$ cat src/rtl/lkd_pkg.sv
// Shared types and constants for the LED/key driver I2C master.
package lkd_pkg;

   localparam int CSR_ADDR_W = 4;
   localparam int CSR_DATA_W = 32;
   localparam int CMD_SHIFT = 7;

   localparam logic [7:0] READ_BIT = 8'h01;
   localparam logic [6:0] WRITE_LAST_STEP = 7'd64;
   localparam logic [6:0] READ_LAST_STEP = 7'd74;

   localparam logic [7:0] DEVICE_ADDRESS_RESET = 8'd64;
   localparam logic [7:0] ADDRESS_MASK_RESET = 8'd62;
   localparam logic [15:0] KEY_COMMAND_RESET = 16'd1792;
   localparam logic [7:0] PHASE_TICKS_RESET = 8'd1;

   typedef enum logic [1:0] {
      CMD_TICK = 2'd0,
      CMD_WRITE = 2'd1,
      CMD_READ = 2'd2
   } cmd_type;

   typedef enum logic [1:0] {
      REG_DEVICE_ADDRESS = 2'd0,
      REG_ADDRESS_MASK = 2'd1,
      REG_KEY_COMMAND = 2'd2,
      REG_PHASE_TICKS = 2'd3
   } reg_index_type;

   typedef enum logic [1:0] {
      OP_TICK = 2'd0,
      OP_WRITE = 2'd1,
      OP_READ = 2'd2
   } op_type;

   typedef struct packed {
      logic [1:0] cmd;
      logic [15:0] command_word;
      logic sda_in;
   } req_type;

   typedef struct packed {
      logic scl_level;
      logic sda_level;
      logic sda_drive;
      logic busy_res;
      logic key_valid;
      logic [7:0] key_code;
      logic rejected;
   } rsp_type;

   typedef struct packed {
      logic [7:0] device_address;
      logic [7:0] address_mask;
      logic [15:0] key_command;
      logic [7:0] phase_ticks;
   } cfg_type;

   typedef struct packed {
      op_type op;
      logic [7:0] addr_byte;
      logic [7:0] data_byte;
      logic sda_in;
   } entry_type;

endpackage

$ cat src/rtl/lkd_csr.sv
// Configuration register file behind the APB-style port.
module lkd_csr
   import lkd_pkg::*;
(
   input logic clock,
   input logic reset,
   input logic csr_psel,
   input logic csr_penable,
   input logic csr_pwrite,
   input logic [CSR_ADDR_W-1:0] csr_paddr,
   input logic [CSR_DATA_W-1:0] csr_pwdata,
   output logic [CSR_DATA_W-1:0] csr_prdata,
   output logic csr_pready,
   output cfg_type cfg
);

   cfg_type cfg_ff, cfg_in;
   logic wr_en;
   reg_index_type index;

   assign csr_pready = 1'b1;
   assign wr_en = csr_psel && csr_penable && csr_pwrite;
   assign index = reg_index_type'(csr_paddr[3:2]);
   assign cfg = cfg_ff;

   always_comb begin
      cfg_in = cfg_ff;
      if (wr_en) begin
         case (index)
            REG_DEVICE_ADDRESS: cfg_in.device_address = csr_pwdata[7:0];
            REG_ADDRESS_MASK: cfg_in.address_mask = csr_pwdata[7:0];
            REG_KEY_COMMAND: cfg_in.key_command = csr_pwdata[15:0];
            REG_PHASE_TICKS: cfg_in.phase_ticks = csr_pwdata[7:0];
            default: cfg_in = cfg_ff;
         endcase
      end
   end

   always_comb begin
      case (index)
         REG_DEVICE_ADDRESS: csr_prdata = {24'd0, cfg_ff.device_address};
         REG_ADDRESS_MASK: csr_prdata = {24'd0, cfg_ff.address_mask};
         REG_KEY_COMMAND: csr_prdata = {16'd0, cfg_ff.key_command};
         REG_PHASE_TICKS: csr_prdata = {24'd0, cfg_ff.phase_ticks};
         default: csr_prdata = '0;
      endcase
   end

   always_ff @(posedge clock) begin
      if (reset) begin
         cfg_ff.device_address <= DEVICE_ADDRESS_RESET;
         cfg_ff.address_mask <= ADDRESS_MASK_RESET;
         cfg_ff.key_command <= KEY_COMMAND_RESET;
         cfg_ff.phase_ticks <= PHASE_TICKS_RESET;
      end else begin
         cfg_ff <= cfg_in;
      end
   end

endmodule

$ cat src/rtl/lkd_front.sv
// Front end: accepts request words and turns them into sequencer operations.
module lkd_front
   import lkd_pkg::*;
(
   input logic req_valid,
   output logic req_ready,
   input req_type req_data,
   input cfg_type cfg,
   output logic push_valid,
   input logic push_ready,
   output entry_type push_entry
);

   logic [7:0] write_addr;
   logic [7:0] read_addr;

   assign req_ready = push_ready;
   assign push_valid = req_valid;

   assign write_addr = (req_data.command_word[CMD_SHIFT +: 8] & cfg.address_mask)
                       | cfg.device_address;
   assign read_addr = (cfg.key_command[CMD_SHIFT +: 8] & cfg.address_mask)
                      | READ_BIT | cfg.device_address;

   always_comb begin
      push_entry.sda_in = req_data.sda_in;
      case (req_data.cmd)
         CMD_WRITE: begin
            push_entry.op = OP_WRITE;
            push_entry.addr_byte = write_addr;
            push_entry.data_byte = req_data.command_word[7:0];
         end
         CMD_READ: begin
            push_entry.op = OP_READ;
            push_entry.addr_byte = read_addr;
            push_entry.data_byte = 8'd0;
         end
         default: begin
            push_entry.op = OP_TICK;
            push_entry.addr_byte = write_addr;
            push_entry.data_byte = req_data.command_word[7:0];
         end
      endcase
   end

endmodule

$ cat src/rtl/lkd_queue.sv
// Short queue that decouples the front end from the bus sequencer.
module lkd_queue
   import lkd_pkg::*;
#(
   parameter int DEPTH = 2
)
(
   input logic clock,
   input logic reset,
   input logic push_valid,
   output logic push_ready,
   input entry_type push_entry,
   output logic pop_valid,
   input logic pop_ready,
   output entry_type pop_entry
);

   localparam int PTR_W = (DEPTH > 1) ? $clog2(DEPTH) : 1;
   localparam int CNT_W = $clog2(DEPTH + 1);

   entry_type entries_ff [DEPTH];
   logic [PTR_W-1:0] wr_ptr_ff, wr_ptr_in;
   logic [PTR_W-1:0] rd_ptr_ff, rd_ptr_in;
   logic [CNT_W-1:0] count_ff, count_in;
   logic push, pop;

   assign push_ready = (count_ff != CNT_W'(DEPTH));
   assign pop_valid = (count_ff != '0);
   assign pop_entry = entries_ff[rd_ptr_ff];
   assign push = push_valid && push_ready;
   assign pop = pop_valid && pop_ready;

   always_comb begin
      wr_ptr_in = wr_ptr_ff;
      rd_ptr_in = rd_ptr_ff;
      count_in = count_ff;
      if (push) begin
         wr_ptr_in = (wr_ptr_ff == PTR_W'(DEPTH - 1)) ? '0 : wr_ptr_ff + PTR_W'(1);
      end
      if (pop) begin
         rd_ptr_in = (rd_ptr_ff == PTR_W'(DEPTH - 1)) ? '0 : rd_ptr_ff + PTR_W'(1);
      end
      if (push && !pop) begin
         count_in = count_ff + CNT_W'(1);
      end else if (pop && !push) begin
         count_in = count_ff - CNT_W'(1);
      end
   end

   always_ff @(posedge clock) begin
      if (push) begin
         entries_ff[wr_ptr_ff] <= push_entry;
      end
   end

   always_ff @(posedge clock) begin
      if (reset) begin
         wr_ptr_ff <= '0;
         rd_ptr_ff <= '0;
         count_ff <= '0;
      end else begin
         wr_ptr_ff <= wr_ptr_in;
         rd_ptr_ff <= rd_ptr_in;
         count_ff <= count_in;
      end
   end

endmodule

$ cat src/rtl/lkd_back.sv
// Back end: the I2C phase sequencer and the registered result word.
module lkd_back
   import lkd_pkg::*;
(
   input logic clock,
   input logic reset,
   input cfg_type cfg,
   input logic pop_valid,
   output logic pop_ready,
   input entry_type pop_entry,
   output logic rsp_valid,
   input logic rsp_ready,
   output rsp_type rsp_data
);

   typedef struct packed {
      logic scl;
      logic sda;
      logic drv;
      logic smp;
   } lvl_type;

   function automatic lvl_type start_phase(input logic [1:0] q);
      lvl_type l;
      l.drv = 1'b1;
      l.smp = 1'b0;
      case (q)
         2'd0, 2'd1: begin l.scl = 1'b1; l.sda = 1'b1; end
         2'd2: begin l.scl = 1'b1; l.sda = 1'b0; end
         default: begin l.scl = 1'b0; l.sda = 1'b0; end
      endcase
      return l;
   endfunction

   function automatic lvl_type stop_phase(input logic [1:0] q);
      lvl_type l;
      l.drv = 1'b1;
      l.smp = 1'b0;
      case (q)
         2'd0: begin l.scl = 1'b0; l.sda = 1'b1; end
         2'd1: begin l.scl = 1'b0; l.sda = 1'b0; end
         2'd2: begin l.scl = 1'b1; l.sda = 1'b0; end
         default: begin l.scl = 1'b1; l.sda = 1'b1; end
      endcase
      return l;
   endfunction

   function automatic lvl_type write_phase(input logic [4:0] q, input logic [7:0] byte_v);
      lvl_type l;
      logic [7:0] prod;
      logic [2:0] bit_idx;
      logic [1:0] sub;
      prod = {3'd0, q} * 8'd11;
      bit_idx = prod[7:5];
      sub = 2'(q - {2'd0, bit_idx} * 5'd3);
      l.drv = 1'b1;
      l.smp = 1'b0;
      if (q < 5'd24) begin
         l.scl = (sub == 2'd1);
         l.sda = byte_v[3'd7 - bit_idx];
      end else begin
         case (q)
            5'd24: begin l.scl = 1'b0; l.sda = byte_v[0]; end
            5'd26: begin l.scl = 1'b1; l.sda = 1'b1; end
            default: begin l.scl = 1'b0; l.sda = 1'b1; end
         endcase
      end
      return l;
   endfunction

   function automatic lvl_type read_phase(input logic [5:0] q);
      lvl_type l;
      logic [1:0] r;
      r = 2'(q - 6'd3);
      l.sda = 1'b1;
      l.smp = 1'b0;
      if (q == 6'd0) begin
         l.scl = 1'b0;
         l.drv = 1'b1;
      end else if (q < 6'd3) begin
         l.scl = 1'b0;
         l.drv = 1'b0;
      end else if (q < 6'd35) begin
         l.scl = (r != 2'd3);
         l.drv = 1'b0;
         l.smp = (r == 2'd2);
      end else begin
         l.scl = (q == 6'd36);
         l.drv = 1'b1;
      end
      return l;
   endfunction

   function automatic lvl_type phase_of(input logic [6:0] p, input logic is_read,
                                        input logic [7:0] sb, input logic [7:0] db);
      lvl_type l;
      if (p < 7'd4) begin
         l = start_phase(p[1:0]);
      end else if (p < 7'd32) begin
         l = write_phase(5'(p - 7'd4), sb);
      end else if (!is_read) begin
         if (p < 7'd60) begin
            l = write_phase(5'(p - 7'd32), db);
         end else begin
            l = stop_phase(2'(p - 7'd60));
         end
      end else if (p < 7'd70) begin
         l = read_phase(6'(p - 7'd32));
      end else begin
         l = stop_phase(2'(p - 7'd70));
      end
      return l;
   endfunction

   logic [6:0] step_ff, step_in;
   logic [7:0] tick_ff, tick_in;
   logic kind_ff, kind_in;
   logic [7:0] shift_byte_ff, shift_byte_in;
   logic [7:0] second_byte_ff, second_byte_in;
   logic [7:0] read_byte_ff, read_byte_in;
   logic [2:0] line_ff, line_in;
   logic rsp_valid_ff, rsp_valid_in;
   rsp_type rsp_data_ff, rsp_data_in;

   logic pop;
   logic start_req;
   logic rej;
   logic kv;
   logic busy;
   logic [6:0] step_w;
   logic [7:0] tick_w;
   logic [7:0] tick_inc;
   logic [7:0] pt;
   logic [6:0] last_step;
   lvl_type ph;

   assign pop_ready = !rsp_valid_ff || rsp_ready;
   assign pop = pop_valid && pop_ready;
   assign rsp_valid = rsp_valid_ff;
   assign rsp_data = rsp_data_ff;
   assign start_req = (pop_entry.op == OP_WRITE) || (pop_entry.op == OP_READ);
   assign pt = (cfg.phase_ticks == 8'd0) ? 8'd1 : cfg.phase_ticks;

   always_comb begin
      step_in = step_ff;
      tick_in = tick_ff;
      kind_in = kind_ff;
      shift_byte_in = shift_byte_ff;
      second_byte_in = second_byte_ff;
      read_byte_in = read_byte_ff;
      line_in = line_ff;
      rej = 1'b0;
      kv = 1'b0;
      busy = 1'b0;
      step_w = step_ff;
      tick_w = tick_ff;
      tick_inc = 8'd0;
      last_step = WRITE_LAST_STEP;
      ph = '0;
      rsp_valid_in = rsp_valid_ff && !rsp_ready;
      rsp_data_in = rsp_data_ff;

      if (pop) begin
         if (start_req) begin
            if (step_ff != 7'd0) begin
               rej = 1'b1;
            end else begin
               kind_in = (pop_entry.op == OP_READ);
               shift_byte_in = pop_entry.addr_byte;
               second_byte_in = pop_entry.data_byte;
               step_w = 7'd1;
               tick_w = 8'd0;
            end
         end
         step_in = step_w;
         tick_in = tick_w;
         if (step_w != 7'd0) begin
            ph = phase_of(step_w - 7'd1, kind_in, shift_byte_in, second_byte_in);
            last_step = kind_in ? READ_LAST_STEP : WRITE_LAST_STEP;
            busy = 1'b1;
            line_in = {ph.drv, ph.sda, ph.scl};
            if (ph.smp && (tick_w == 8'd0)) begin
               second_byte_in = {second_byte_in[6:0], pop_entry.sda_in};
            end
            tick_inc = tick_w + 8'd1;
            tick_in = tick_inc;
            if (tick_inc >= pt) begin
               tick_in = 8'd0;
               if (step_w >= last_step) begin
                  step_in = 7'd0;
                  if (kind_in) begin
                     read_byte_in = second_byte_in;
                     kv = 1'b1;
                  end
               end else begin
                  step_in = step_w + 7'd1;
               end
            end
         end
         rsp_valid_in = 1'b1;
         rsp_data_in.scl_level = line_in[0];
         rsp_data_in.sda_level = line_in[1];
         rsp_data_in.sda_drive = line_in[2];
         rsp_data_in.busy_res = busy;
         rsp_data_in.key_valid = kv;
         rsp_data_in.key_code = read_byte_in;
         rsp_data_in.rejected = rej;
      end
   end

   always_ff @(posedge clock) begin
      rsp_data_ff <= rsp_data_in;
      if (reset) begin
         step_ff <= '0;
         tick_ff <= '0;
         kind_ff <= 1'b0;
         shift_byte_ff <= '0;
         second_byte_ff <= '0;
         read_byte_ff <= '0;
         line_ff <= 3'b111;
         rsp_valid_ff <= 1'b0;
      end else begin
         step_ff <= step_in;
         tick_ff <= tick_in;
         kind_ff <= kind_in;
         shift_byte_ff <= shift_byte_in;
         second_byte_ff <= second_byte_in;
         read_byte_ff <= read_byte_in;
         line_ff <= line_in;
         rsp_valid_ff <= rsp_valid_in;
      end
   end

`ifndef ASSERT_OFF
   a_step_range: assert property (@(posedge clock) disable iff (reset)
      step_ff <= READ_LAST_STEP)
      else $error("sequence step beyond the last read phase");

   a_reject_busy: assert property (@(posedge clock) disable iff (reset)
      rsp_valid_ff && rsp_data_ff.rejected |-> rsp_data_ff.busy_res)
      else $error("start rejected while the sequencer was idle");

   a_key_done_idle: assert property (@(posedge clock) disable iff (reset)
      rsp_valid_ff && rsp_data_ff.key_valid |-> step_ff == 7'd0 && kind_ff)
      else $error("key word reported while a read is still running");

   a_released_high: assert property (@(posedge clock) disable iff (reset)
      rsp_valid_ff && !rsp_data_ff.sda_drive |-> rsp_data_ff.sda_level)
      else $error("released data line not reported at the pulled-up level");
`endif

endmodule

$ cat src/rtl/led_key_driver_i2c_master.sv
// Top level of the I2C master for an LED/key driver chip.
//
//   Port group   Direction   Handshake                 Payload
//   req_         in          req_valid / req_ready     req_data (req_type)
//   rsp_         out         rsp_valid / rsp_ready     rsp_data (rsp_type)
//   csr_         in/out      csr_psel / csr_penable    csr_paddr, csr_pwdata, csr_prdata
//
// One request word is taken per clock while the queue has room, and each one gives one result word.
// A request is held in the queue, and its result is held in the sequencer's
// output register.
// Reset is synchronous; it clears the queue and the sequencer and loads the registers with their reset values.
// A stalled result holds the sequencer, and the queue keeps accepting until full.
module led_key_driver_i2c_master
   import lkd_pkg::*;
#(
   parameter int QUEUE_DEPTH = 2
)
(
   input logic clock,
   input logic reset,
   input logic req_valid,
   output logic req_ready,
   input req_type req_data,
   output logic rsp_valid,
   input logic rsp_ready,
   output rsp_type rsp_data,
   input logic csr_psel,
   input logic csr_penable,
   input logic csr_pwrite,
   input logic [CSR_ADDR_W-1:0] csr_paddr,
   input logic [CSR_DATA_W-1:0] csr_pwdata,
   output logic [CSR_DATA_W-1:0] csr_prdata,
   output logic csr_pready
);

   cfg_type cfg;
   logic push_valid, push_ready;
   entry_type push_entry;
   logic pop_valid, pop_ready;
   entry_type pop_entry;

   lkd_csr u_csr (
      .clock(clock),
      .reset(reset),
      .csr_psel(csr_psel),
      .csr_penable(csr_penable),
      .csr_pwrite(csr_pwrite),
      .csr_paddr(csr_paddr),
      .csr_pwdata(csr_pwdata),
      .csr_prdata(csr_prdata),
      .csr_pready(csr_pready),
      .cfg(cfg)
   );

   lkd_front u_front (
      .req_valid(req_valid),
      .req_ready(req_ready),
      .req_data(req_data),
      .cfg(cfg),
      .push_valid(push_valid),
      .push_ready(push_ready),
      .push_entry(push_entry)
   );

   lkd_queue #(
      .DEPTH(QUEUE_DEPTH)
   ) u_queue (
      .clock(clock),
      .reset(reset),
      .push_valid(push_valid),
      .push_ready(push_ready),
      .push_entry(push_entry),
      .pop_valid(pop_valid),
      .pop_ready(pop_ready),
      .pop_entry(pop_entry)
   );

   lkd_back u_back (
      .clock(clock),
      .reset(reset),
      .cfg(cfg),
      .pop_valid(pop_valid),
      .pop_ready(pop_ready),
      .pop_entry(pop_entry),
      .rsp_valid(rsp_valid),
      .rsp_ready(rsp_ready),
      .rsp_data(rsp_data)
   );

endmodule
$ cat config.mk
export PLATFORM = sky130hd
export DESIGN_NAME = led_key_driver_i2c_master
export DESIGN_NICKNAME = d
export VERILOG_FILES = /design/src/rtl/lkd_pkg.sv /design/src/rtl/lkd_csr.sv /design/src/rtl/lkd_front.sv /design/src/rtl/lkd_queue.sv /design/src/rtl/lkd_back.sv /design/src/rtl/led_key_driver_i2c_master.sv
export SDC_FILE = /design/constraint.sdc
export NUM_CORES = 1
export LEC_CHECK = 0
export ABC_AREA = 1
export BUFFER_PORTS_ARGS = -buffer_cell sky130_fd_sc_hd__buf_2
export CAP_MARGIN = 10
export CORE_ASPECT_RATIO = 1.25
export CORE_MARGIN = 2
export CORE_UTILIZATION = 55
export DETAILED_ROUTE_END_ITERATION = 7
export GPL_TIMING_DRIVEN = 1
export PLACE_DENSITY_LB_ADDON = 0.12
export SYNTH_ARGS = -nofsm -noshare
export SYNTH_HDL_FRONTEND = slang
export SYNTH_SLANG_ARGS = --single-unit
$ cat constraint.sdc
create_clock -name clock -period 17.6 [get_ports clock]
set_clock_uncertainty 0.15 [all_clocks]
set_input_delay 2.64 -clock clock [delete_from_list [all_inputs] [get_ports clock]]
set_output_delay 2.64 -clock clock [all_outputs]
set_load 0.03 [all_outputs]
==> flow_metrics.env <==
export IMPL_hold_ws_ns=0.307
export IMPL_num_rows=50
export IMPL_synth_compound_area_share=0.153
export IMPL_synthArstFlopShare=0
export IMPL_ios=111
export IMPL_gp_congestion=0.934
export IMPL_synth_top_cell_by_area="dfxtp_1"
export IMPL_required_ns=17.72
export IMPL_cts_hold_buffers=0
export IMPL_cp_common_cell="nand2_1"
export IMPL_synth_flop_cell="dfxtp_1"
export IMPL_crit_slowest_cell="dfxtp_1"
export IMPL_synth_edf_count=52
export IMPL_synthXorXnorAreaFrac=0.00528
export IMPL_fin_crit_ns=7.64
export IMPL_worst_path_largest_cell_delay_ns=0.79
export IMPL_netlist_area_leader_share=0.215
export IMPL_synth_top_family_by_area="simple AND/OR/NAND/NOR gates"
export IMPL_crit_arrival_ns=7.76
export IMPL_maxSlewViolCount=0
export IMPL_globalRoute_totalOverflow=0
export IMPL_vias=7390
export IMPL_max_freq_mhz=131
export IMPL_cts_made_buffers=17
export IMPL_crit_fanout=37
export IMPL_dr_max_layer_used="met4"
export IMPL_synthAdderAreaFrac=0.0743
export IMPL_drt_pass1_iter_count=5
export IMPL_setup_violations=0
export IMPL_cts_root_buf="clkbuf_16"
export IMPL_tns_ns=0
export IMPL_ys_seq_elements=141
export IMPL_ant_nets=0
export IMPL_antenna_found_initial=0
export IMPL_die_x_um=114
export IMPL_cts_tree="done"
export IMPL_initial_core_util=0.557
export IMPL_regToRegSetupSlack_ns=9.96
export IMPL_slew_headroom=0.225
export IMPL_ys_seq_area_frac=0.403
export IMPL_fin_nets=1299
export IMPL_yosys_area_share_simple=0.254
export IMPL_clk_latency_ns=0.42
export IMPL_avgSynthCellArea_um2=7.38
export IMPL_path_class="flip-flop to flip-flop"
export IMPL_grt_max_degree=65
export IMPL_core_um2=14900
export IMPL_cts_buffer_depth=2
export IMPL_synth_distinct_cells=46
export IMPL_cp_end_kind="flip-flop"
export IMPL_drtIter0Drc=480
export IMPL_hold_path_class="flip-flop to flip-flop"
export IMPL_startpoint_type="flip-flop"
export IMPL_port_buffers=74
export IMPL_layout_commonest_cell="nand2_1"
export IMPL_max_cap_violations=0
export IMPL_clock_sinks=141
export IMPL_grt_setup_unrepaired="no"
export IMPL_antennaDiodeCount=0
export IMPL_grt_use_total=0.259
export IMPL_cts_clk_slew_worst_paths_ns=0.06
export IMPL_viasPerCell=5.34
export IMPL_finalHoldViolCount=0
export IMPL_wl_met2_um=10400
export IMPL_cts_setup_buffers=0
export IMPL_outcome="completed"
export IMPL_htreeDepth=4
export IMPL_wl_met1_um=8550
export IMPL_synth_area_leaders="dfxtp_1, edfxtp_1, nand2_1, ha_1, inv_1"
export IMPL_fp_dieH_um=141
export IMPL_wl_met3_um=891
export IMPL_post_dp_hpwl_um=14900
export IMPL_ys_warnings_count=0
export IMPL_wl_um=20400
export IMPL_synthToLayoutAreaGrowth_pct=12.4
export IMPL_dieArea_um2=16100
export IMPL_first_global_vias=6956
export IMPL_tightest_slew_ns=1.16
export IMPL_fin_crit_sh=0.434
export IMPL_grt_pass1_wl_um=33100
export IMPL_avgRoutedWirePerCell_um=14.8
export IMPL_syn_area_um2=8290
export IMPL_synth_cells=1123
export IMPL_drive_gt1_frac=0.131
export IMPL_final_cell_mix="nand2_1, inv_1, dfxtp_1"
export IMPL_synthMuxAreaShare=0.00362
export IMPL_cts_resized=0
export IMPL_drc=0
[synth_stat cells (3+ instances only)]
library cell  number
a21oi_1           72
a31oi_1            8
buf_2              3
buf_4             18
clkbuf_1          25
clkinv_1           3
dfxtp_1           89
edfxtp_1          52
ha_1              46
inv_1            150
inv_2              8
mux2i_1            3
nand2_1          295
nand2_2           10
nand2_4            3
nand3_1           68
nand3_2            4
nand3b_1           5
nand4_1            7
nor2_1            88
nor2_2             3
o2111ai_1          9
o211ai_1          18
o21ai_0           75
o21ai_1           15
o21ai_2            6
o22ai_1            7
or2_2              5
xor2_1             4
[layer usage]
metal | global-route usage | vias up
li1 | - | 3794
met1 | 0.302 | 3380
met2 | 0.467 | 177
met3 | 0.0534 | 39
met4 | 0.0969 | 0
met5 | 0 | -
[stage by stage]
step	utilization	instance area [µm²]	cells	worst slack [ns]
global route	0.626	9320	1384	9.24
floorplan	-	8350	1138	11.09
global placement	0.586	8730	1352	10.04
detailed placement	0.586	8730	1352	10.01
CTS	0.626	9320	1384	9.93
finish	0.626	9320	1384	9.96
[kinds of logic (layout without fill, tap and decap cells)]
group                      count (synthesis)  count (layout)
buffers and inverters                    210             274
DFF                                      141             141
adders and majority gates                 48              48
xor gates and xnor gates                   5               5
AOI/OAI and AO/OA                        220             220
and+or+nand+nor                          494             494
muxes                                      3               3
other                                      2              17
[area by class of cell]
| type | count | area, µm² |
|---|---|---|
| sequential | 141 | 3340 |
| tap | 182 | 228 |
| timing repair buffer | 81 | 423 |
| inverter | 161 | 604 |
| clock buffer | 17 | 425 |
| clock inverter | 15 | 163 |
| fill | 1389 | 5570 |
| multi-input combinational | 787 | 4130 |
[worst max-delay path, delay by kind of cell, from the launching register on]
| kind | cells | cell delay [ns] |
|---|---|---|
| compound gates | 4 | 0.67 |
| flops | 1 | 0.79 |
| xor+xnor | 1 | 0.36 |
| simple gates | 15 | 1.94 |
| fa+ha+maj | 6 | 2.02 |
| buf+inv | 8 | 1.55 |
[flip-flops by register name (all words and copies together) (netlist names), 3 cells and up, named ones only]
name,count
u_back.tick_ff,8
u_back.shift_byte_ff,8
u_back.read_byte_ff,8
u_back.second_byte_ff,8
u_back.line_ff,3
u_back.rsp_data,14
u_queue.entries_ff,38
u_csr.cfg,40
u_back.step_ff,7
[path summary, 6_finish.rpt]
| kind | start | to | cells after the start |
|---|---|---|---|
| worst max-delay path | flip-flop | u_back.rsp_data[13] | 34 |
| worst min register to register | u_back.line_ff[0] | u_back.line_ff[0] | 2 |
| worst min-delay path | u_back.line_ff[0] | u_back.line_ff[0] | 2 |
| worst max register to register | flip-flop | u_back.rsp_data[13] | 34 |
Power is left out: the tool's default activity adds up to more than one toggle a clock period on the data nets, which glitch-free logic cannot reach.
